**src/hsvrgb_pkg.sv**
```systemverilog
// Package for the HSV/HSL to RGB converter: word types, widths and hue sector codes.
// Has no dependencies. The converter top level uses it.
package hsvrgb_pkg;

    // Component width: all-ones stands for 1.0
    localparam int unsigned CB = 16;
    localparam logic [CB-1:0] FULL_SCALE = {CB{1'b1}};

    // Hue sectors of 60 degrees each
    localparam logic [2:0] SECT_RY = 3'd0;  // red to yellow
    localparam logic [2:0] SECT_YG = 3'd1;  // yellow to green
    localparam logic [2:0] SECT_GC = 3'd2;  // green to cyan
    localparam logic [2:0] SECT_CB = 3'd3;  // cyan to blue
    localparam logic [2:0] SECT_BM = 3'd4;  // blue to magenta
    localparam logic [2:0] SECT_MR = 3'd5;  // magenta to red

    // Color model select
    localparam logic MODEL_HSV = 1'b0;
    localparam logic MODEL_HSL = 1'b1;

    typedef struct packed {
        logic          op;
        logic [CB-1:0] hue;
        logic [CB-1:0] saturation;
        logic [CB-1:0] level;
    } t_hsl_in;

    typedef struct packed {
        logic [CB-1:0] red;
        logic [CB-1:0] green;
        logic [CB-1:0] blue;
    } t_rgb_out;

endpackage

```
**src/hsv_hsl_to_rgb_converter.sv**
```systemverilog
// Throughput: one word per cycle; the five-stage pipeline advances as a whole
// and holds while the output register is full and not taken.
// Reset (synchronous, active low) clears all stage valid bits; data registers
// are not reset. A 16x16 chroma and a 16x17 ramp multiplier set the stage cut.
// Depends on hsvrgb_pkg for word types, widths and sector codes.
module hsv_hsl_to_rgb_converter (
    input  logic                  i_clk,
    input  logic                  i_rst_n,
    input  logic                  i_valid,
    output logic                  o_ready,
    input  hsvrgb_pkg::t_hsl_in   i_data,
    output logic                  o_valid,
    input  logic                  i_ready,
    output hsvrgb_pkg::t_rgb_out  o_data
);

    localparam int unsigned N = hsvrgb_pkg::CB;

    // Pipeline enable: advance unless the output word is stalled
    logic w_en;
    logic [4:0] r_vld;

    assign w_en    = !r_vld[4] || i_ready;
    assign o_ready = w_en;
    assign o_valid = r_vld[4];

    // Valid bits travel with the data
    always_ff @(posedge i_clk) begin
        if (!i_rst_n) begin
            r_vld <= '0;
        end else if (w_en) begin
            r_vld <= {r_vld[3:0], i_valid};
        end
    end

    // Stage 1: sector split, multiplier operand, ramp operand
    logic [N+2:0] n_turn;
    logic [N-1:0] n_lo;
    logic [N-1:0] n_mul_a;
    logic [N:0]   n_ramp;
    logic [N-1:0] n_frac;
    logic [2:0]   n_sector;

    logic         r1_op;
    logic [N-1:0] r1_lev;
    logic [N-1:0] r1_a;
    logic [N-1:0] r1_sat;
    logic [2:0]   r1_sector;
    logic [N:0]   r1_ramp;

    always_comb begin
        n_turn   = {i_data.hue, 2'b00} + {1'b0, i_data.hue, 1'b0};
        n_sector = n_turn[N+2:N];
        n_frac   = n_turn[N-1:0];
        if (n_sector[0]) begin
            n_ramp = {1'b1, {N{1'b0}}} - {1'b0, n_frac};
        end else begin
            n_ramp = {1'b0, n_frac};
        end
        if (i_data.level < (hsvrgb_pkg::FULL_SCALE - i_data.level)) begin
            n_lo = i_data.level;
        end else begin
            n_lo = hsvrgb_pkg::FULL_SCALE - i_data.level;
        end
        if (i_data.op == hsvrgb_pkg::MODEL_HSL) begin
            n_mul_a = {n_lo[N-2:0], 1'b0};
        end else begin
            n_mul_a = i_data.level;
        end
    end

    always_ff @(posedge i_clk) begin
        if (w_en) begin
            r1_op     <= i_data.op;
            r1_lev    <= i_data.level;
            r1_a      <= n_mul_a;
            r1_sat    <= i_data.saturation;
            r1_sector <= n_sector;
            r1_ramp   <= n_ramp;
        end
    end

    // Stage 2: chroma product
    logic           r2_op;
    logic [N-1:0]   r2_lev;
    logic [2*N-1:0] r2_prod;
    logic [2:0]     r2_sector;
    logic [N:0]     r2_ramp;

    always_ff @(posedge i_clk) begin
        if (w_en) begin
            r2_op     <= r1_op;
            r2_lev    <= r1_lev;
            r2_prod   <= r1_a * r1_sat;
            r2_sector <= r1_sector;
            r2_ramp   <= r1_ramp;
        end
    end

    // Stage 3: divide by full scale (shift, add back, one correction), offset
    logic [N-1:0] n_quot;
    logic [N:0]   n_rem;
    logic [N-1:0] n_chroma;
    logic [N-1:0] n_offset;

    logic [N-1:0] r3_chroma;
    logic [N-1:0] r3_offset;
    logic [N-1:0] r3_lev;
    logic [2:0]   r3_sector;
    logic [N:0]   r3_ramp;

    always_comb begin
        n_quot = r2_prod[2*N-1:N];
        n_rem  = {1'b0, r2_prod[N-1:0]} + {1'b0, n_quot};
        if (n_rem >= {1'b0, hsvrgb_pkg::FULL_SCALE}) begin
            n_chroma = n_quot + 1'b1;
        end else begin
            n_chroma = n_quot;
        end
        if (r2_op == hsvrgb_pkg::MODEL_HSL) begin
            n_offset = r2_lev - {1'b0, n_chroma[N-1:1]};
        end else begin
            n_offset = r2_lev - n_chroma;
        end
    end

    always_ff @(posedge i_clk) begin
        if (w_en) begin
            r3_chroma <= n_chroma;
            r3_offset <= n_offset;
            r3_lev    <= r2_lev;
            r3_sector <= r2_sector;
            r3_ramp   <= r2_ramp;
        end
    end

    // Stage 4: secondary component from the in-sector ramp
    logic [2*N:0] n_xprod;

    logic [N-1:0] r4_chroma;
    logic [N-1:0] r4_offset;
    logic [N-1:0] r4_second;
    logic [2:0]   r4_sector;

    assign n_xprod = r3_chroma * r3_ramp;

    always_ff @(posedge i_clk) begin
        if (w_en) begin
            r4_chroma <= r3_chroma;
            r4_offset <= r3_offset;
            r4_second <= n_xprod[2*N-1:N];
            r4_sector <= r3_sector;
        end
    end

    // Stage 5: add offset, route components by sector
    logic [N:0]   n_c_sum;
    logic [N:0]   n_x_sum;
    logic [N-1:0] n_c;
    logic [N-1:0] n_x;
    logic [N-1:0] n_m;
    hsvrgb_pkg::t_rgb_out n_rgb;
    hsvrgb_pkg::t_rgb_out r_out;

    always_comb begin
        n_c_sum = {1'b0, r4_chroma} + {1'b0, r4_offset};
        n_x_sum = {1'b0, r4_second} + {1'b0, r4_offset};
        n_c     = n_c_sum[N-1:0];
        n_x     = n_x_sum[N-1:0];
        n_m     = r4_offset;
        case (r4_sector)
            hsvrgb_pkg::SECT_RY: n_rgb = '{red: n_c, green: n_x, blue: n_m};
            hsvrgb_pkg::SECT_YG: n_rgb = '{red: n_x, green: n_c, blue: n_m};
            hsvrgb_pkg::SECT_GC: n_rgb = '{red: n_m, green: n_c, blue: n_x};
            hsvrgb_pkg::SECT_CB: n_rgb = '{red: n_m, green: n_x, blue: n_c};
            hsvrgb_pkg::SECT_BM: n_rgb = '{red: n_x, green: n_m, blue: n_c};
            default:             n_rgb = '{red: n_c, green: n_m, blue: n_x};
        endcase
    end

    always_ff @(posedge i_clk) begin
        if (w_en) begin
            r_out <= n_rgb;
        end
    end

    assign o_data = r_out;

    // Accepted word enters the first stage
    a_enter: assert property (@(posedge i_clk) disable iff (!i_rst_n)
        i_valid && o_ready |=> r_vld[0])
        else $error("accepted word did not enter the pipeline");

    // Stalled output must not lose the word
    a_hold: assert property (@(posedge i_clk) disable iff (!i_rst_n)
        r_vld[3] && !w_en |=> r_vld[3] && r_vld[4])
        else $error("stall dropped a word");

    // Half the chroma never exceeds the level, so the HSL offset stays non-negative
    a_chroma: assert property (@(posedge i_clk) disable iff (!i_rst_n)
        r_vld[2] |-> ({1'b0, r3_chroma[N-1:1]} <= r3_lev))
        else $error("chroma above level");

    // Sector code is always one of the six
    a_sector: assert property (@(posedge i_clk) disable iff (!i_rst_n)
        r_vld[3] |-> (r4_sector <= hsvrgb_pkg::SECT_MR))
        else $error("hue sector out of range");

endmodule
```
**config.mk**
```make
export PLATFORM = sky130hd
export DESIGN_NAME = hsv_hsl_to_rgb_converter
export DESIGN_NICKNAME = d
export VERILOG_FILES = /design/src/hsvrgb_pkg.sv /design/src/hsv_hsl_to_rgb_converter.sv
export SDC_FILE = /design/constraint.sdc
export NUM_CORES = 2
export LEC_CHECK = 0
export BUFFER_PORTS_ARGS = -buffer_cell sky130_fd_sc_hd__buf_2
export CORE_MARGIN = 2
export CORE_UTILIZATION = 50
export CTS_CLUSTER_SIZE = 40
export DETAILED_ROUTE_END_ITERATION = 8
export HOLD_SLACK_MARGIN = 0.05
export PLACE_DENSITY = 0.71
export SLEW_MARGIN = 5
export SYNTH_ARGS = -nofsm -noshare
export SYNTH_HDL_FRONTEND = slang
export SYNTH_SLANG_ARGS = --single-unit
export TNS_END_PERCENT = 100
```
**constraint.sdc**
```tcl
create_clock -name i_clk -period 19.25 [get_ports i_clk]
set_clock_uncertainty 0.05 [all_clocks]
set_input_delay 2.8875 -clock i_clk [delete_from_list [all_inputs] [get_ports i_clk]]
set_output_delay 2.8875 -clock i_clk [all_outputs]
set_load 0.02 [all_outputs]
```
==> run summary <==
outcome = finished, final reports clean
FP Rows = 91
CTS Root Buffer Type = clkbuf_16
Final setup violation count = 0
I/O pin count = 103
Buffers on Ports = 102
GP Congestion = 0.902
min Tclk post-route = 7070 ps
Die Ht = 254 um
GRT Total Usage = 0.219
Setup WS pre-CTS = 12240 ps
Post-synth top flop = edfxtp_1
area occupied by multi-input gates = 20200 um2
slew margin rel. = 0.320
TritonCTS clock tree = yes
syn avg cell area = 10.1 um2
Crit Path Class = reg2reg
first-pass GRT wire length = 112000 um
Seq/Total Area, Yosys = 0.279
Post-synth ARST share = 0
vias in the first global route = 21600
WL per Instance = 17.2 um
Fin Setup TNS = 0 ps
most frequent cells in the layout = 496 x inv_1, 391 x fa_1, 379 x nand2_1
H-tree levels = 1
area delta synth->final = 7.20%
Routed Antenna Nets = 0
fraction of layout cells with a size suffix above 1 = 0.0668
YS warnings = 0
Final Cycle Share = 0.367
Num Clock Sinks = 291
post-synthesis sequential element count = 291
Final WS setup = 12180 ps
CTS max path bufs = 3
crit start category = flip-flop
Vias/cell = 5.36
drc violations = 0
slew at the pin closest to its max-slew limit = 1020 ps
DRT Pass-1 Iters = 5
sequential cell area = 8690 um2
final antenna diode count = 0
HPWL Detailed = 52700 um
Post-synth EDFFs = 286
HP Class = reg2reg
initial core utilization = 0.505
initial antenna violation count = 0
routed wire length = 68600 um
post-synthesis net count = 3803
Netlist cell types = 83
initial drt markers = 1285
die footprint = 64400 um2
Synth Instances = 3077
DR vias = 21400
RSZ-0062 raised after global routing = false
Post-CTS Setup Inserts = 0
clk_lat worst skew = 600 ps
CTS Hold Bufs = 0
Max Fclk = 0.141 GHz
core area = 61700 um2
pin count of the biggest net entering global routing = 81
Worst Setup End Kind = flip-flop
most common cell after layout, fill and taps aside = inv_1
fin nets = 3846
Crit path arrival time = 7350 ps
GR Overflow Total = 0
Max Slew Vio Count = 0
final hold violations = 0
Cell Area, Synth = 31200 um2
CTS Buf Count = 31
fill cell total of the finished layout = 5403
CP required = 19530 ps
CTS clock-pin slew for the worst setup and hold paths = 70 ps
die width = 254 um
maximum fanout along the worst path = 16
CTS-repair resized insts = 0
max-cap viol count = 0
final timing paths:
path,to,start,slack [ps],cells after the start
max,r2_prod[31],r1_a[8],12180,21
min,r2_ramp[14],r1_ramp[14],360,0
max reg2reg,r2_prod[31],r1_a[8],12180,21
min reg2reg,r2_ramp[14],r1_ramp[14],360,0
Yosys cell counts, types with 4 or more instances:
cell	instances	share of area
o21ai_1	8	0.0013
and3_1	10	0.0020
nand4_1	16	0.0032
a311oi_1	6	0.0017
nor3b_2	5	0.0020
fa_1	391	0.25
nor4b_1	4	0.0011
nand3_1	30	0.0048
o22ai_1	18	0.0036
o21ai_0	59	0.0095
a22oi_1	4	0.00096
xnor2_1	112	0.031
or2_2	8	0.0016
a221oi_1	10	0.0028
nor3_1	33	0.0053
buf_1	5	0.00060
a211oi_1	23	0.0055
a211o_1	6	0.0017
a21boi_0	9	0.0022
o21a_1	20	0.0048
dfxtp_1	5	0.0032
o21bai_1	16	0.0039
edfxtp_1	286	0.28
nor2_1	147	0.018
clkbuf_1	98	0.012
o41ai_1	5	0.0014
nor2b_1	18	0.0036
nand2_1	379	0.046
ha_1	282	0.11
mux2_2	13	0.0047
inv_1	497	0.060
xor2_1	42	0.012
a21oi_1	106	0.017
nand2b_1	12	0.0024
mux2i_1	21	0.0067
a31oi_1	14	0.0028
a21o_1	31	0.0075
o211ai_1	11	0.0026
a31o_2	5	0.0014
and2_1	236	0.047
or3_1	10	0.0020
stage by stage:
stage / instances / hold slack, ps / utilization / instance area (um2)
after global routing: 3981 / 369 / 0.542 / 33400
final: 3981 / 363 / 0.542 / 33400
after global placement: 3924 / 351 / 0.526 / 32400
after CTS: 3981 / 363 / 0.542 / 33400
after detailed placement: 3924 / 355 / 0.526 / 32400
after floorplan: 3077 / 350 / - / 31200
logic make-up (layout without fill, tap and decap cells):
logic type	after synthesis	count (layout)	share of synthesized area
simple gates	927	927	0.144
fa+ha+maj	673	673	0.364
buf+inv	607	674	0.0739
compound gates	390	390	0.0834
flops	291	291	0.279
xor+xnor	155	155	0.0440
mux	34	34	0.0114
flip-flops by register name, indices dropped and copies added, names as in the netlist, 5 cells and up:
name,count
r2_lev,16
r2_ramp,16
o_data,48
r1_lev,16
r4_second,16
r1_ramp,16
r1_a,16
r4_chroma,16
r_vld,5
r3_chroma,16
r1_sat,16
n_m,16
r3_ramp,16
r3_offset,16
r2_prod,32
cell type report:
type | instances | area share
clock inverter | 21 | 0.00558
clock buffer | 36 | 0.0238
inverter | 498 | 0.0562
tap | 837 | 0.0313
multi-input combinational | 2179 | 0.604
sequential | 291 | 0.260
timing repair buffer | 119 | 0.0191
critical path, stage by stage, from the launching register on:
cell and delay, ps:
edfxtp_1 800, nand2_1 160, fa_1 530, fa_1 470, fa_1 530, fa_1 540
inv_1 50, fa_1 470, inv_1 50, fa_1 480, inv_1 40, ha_1 330
a21o_1 200, a21o_1 160, a21oi_1 250, nor2b_1 110, a311oi_2 440, o221ai_1 270
o41ai_2 400, o2111ai_1 180, a21oi_1 190, xnor2_1 80
metal layers:
layer,global-route usage,vias to the layer above,share of wire
met4,0.0551,0,0.023
li1,-,10100,-
met5,0,-,0
met3,0.0264,96,0.051
met1,0.282,10600,0.41
met2,0.392,517,0.51
Power is left out: the tool's default activity adds up to more than one toggle a clock period on the data nets, which glitch-free logic cannot reach.
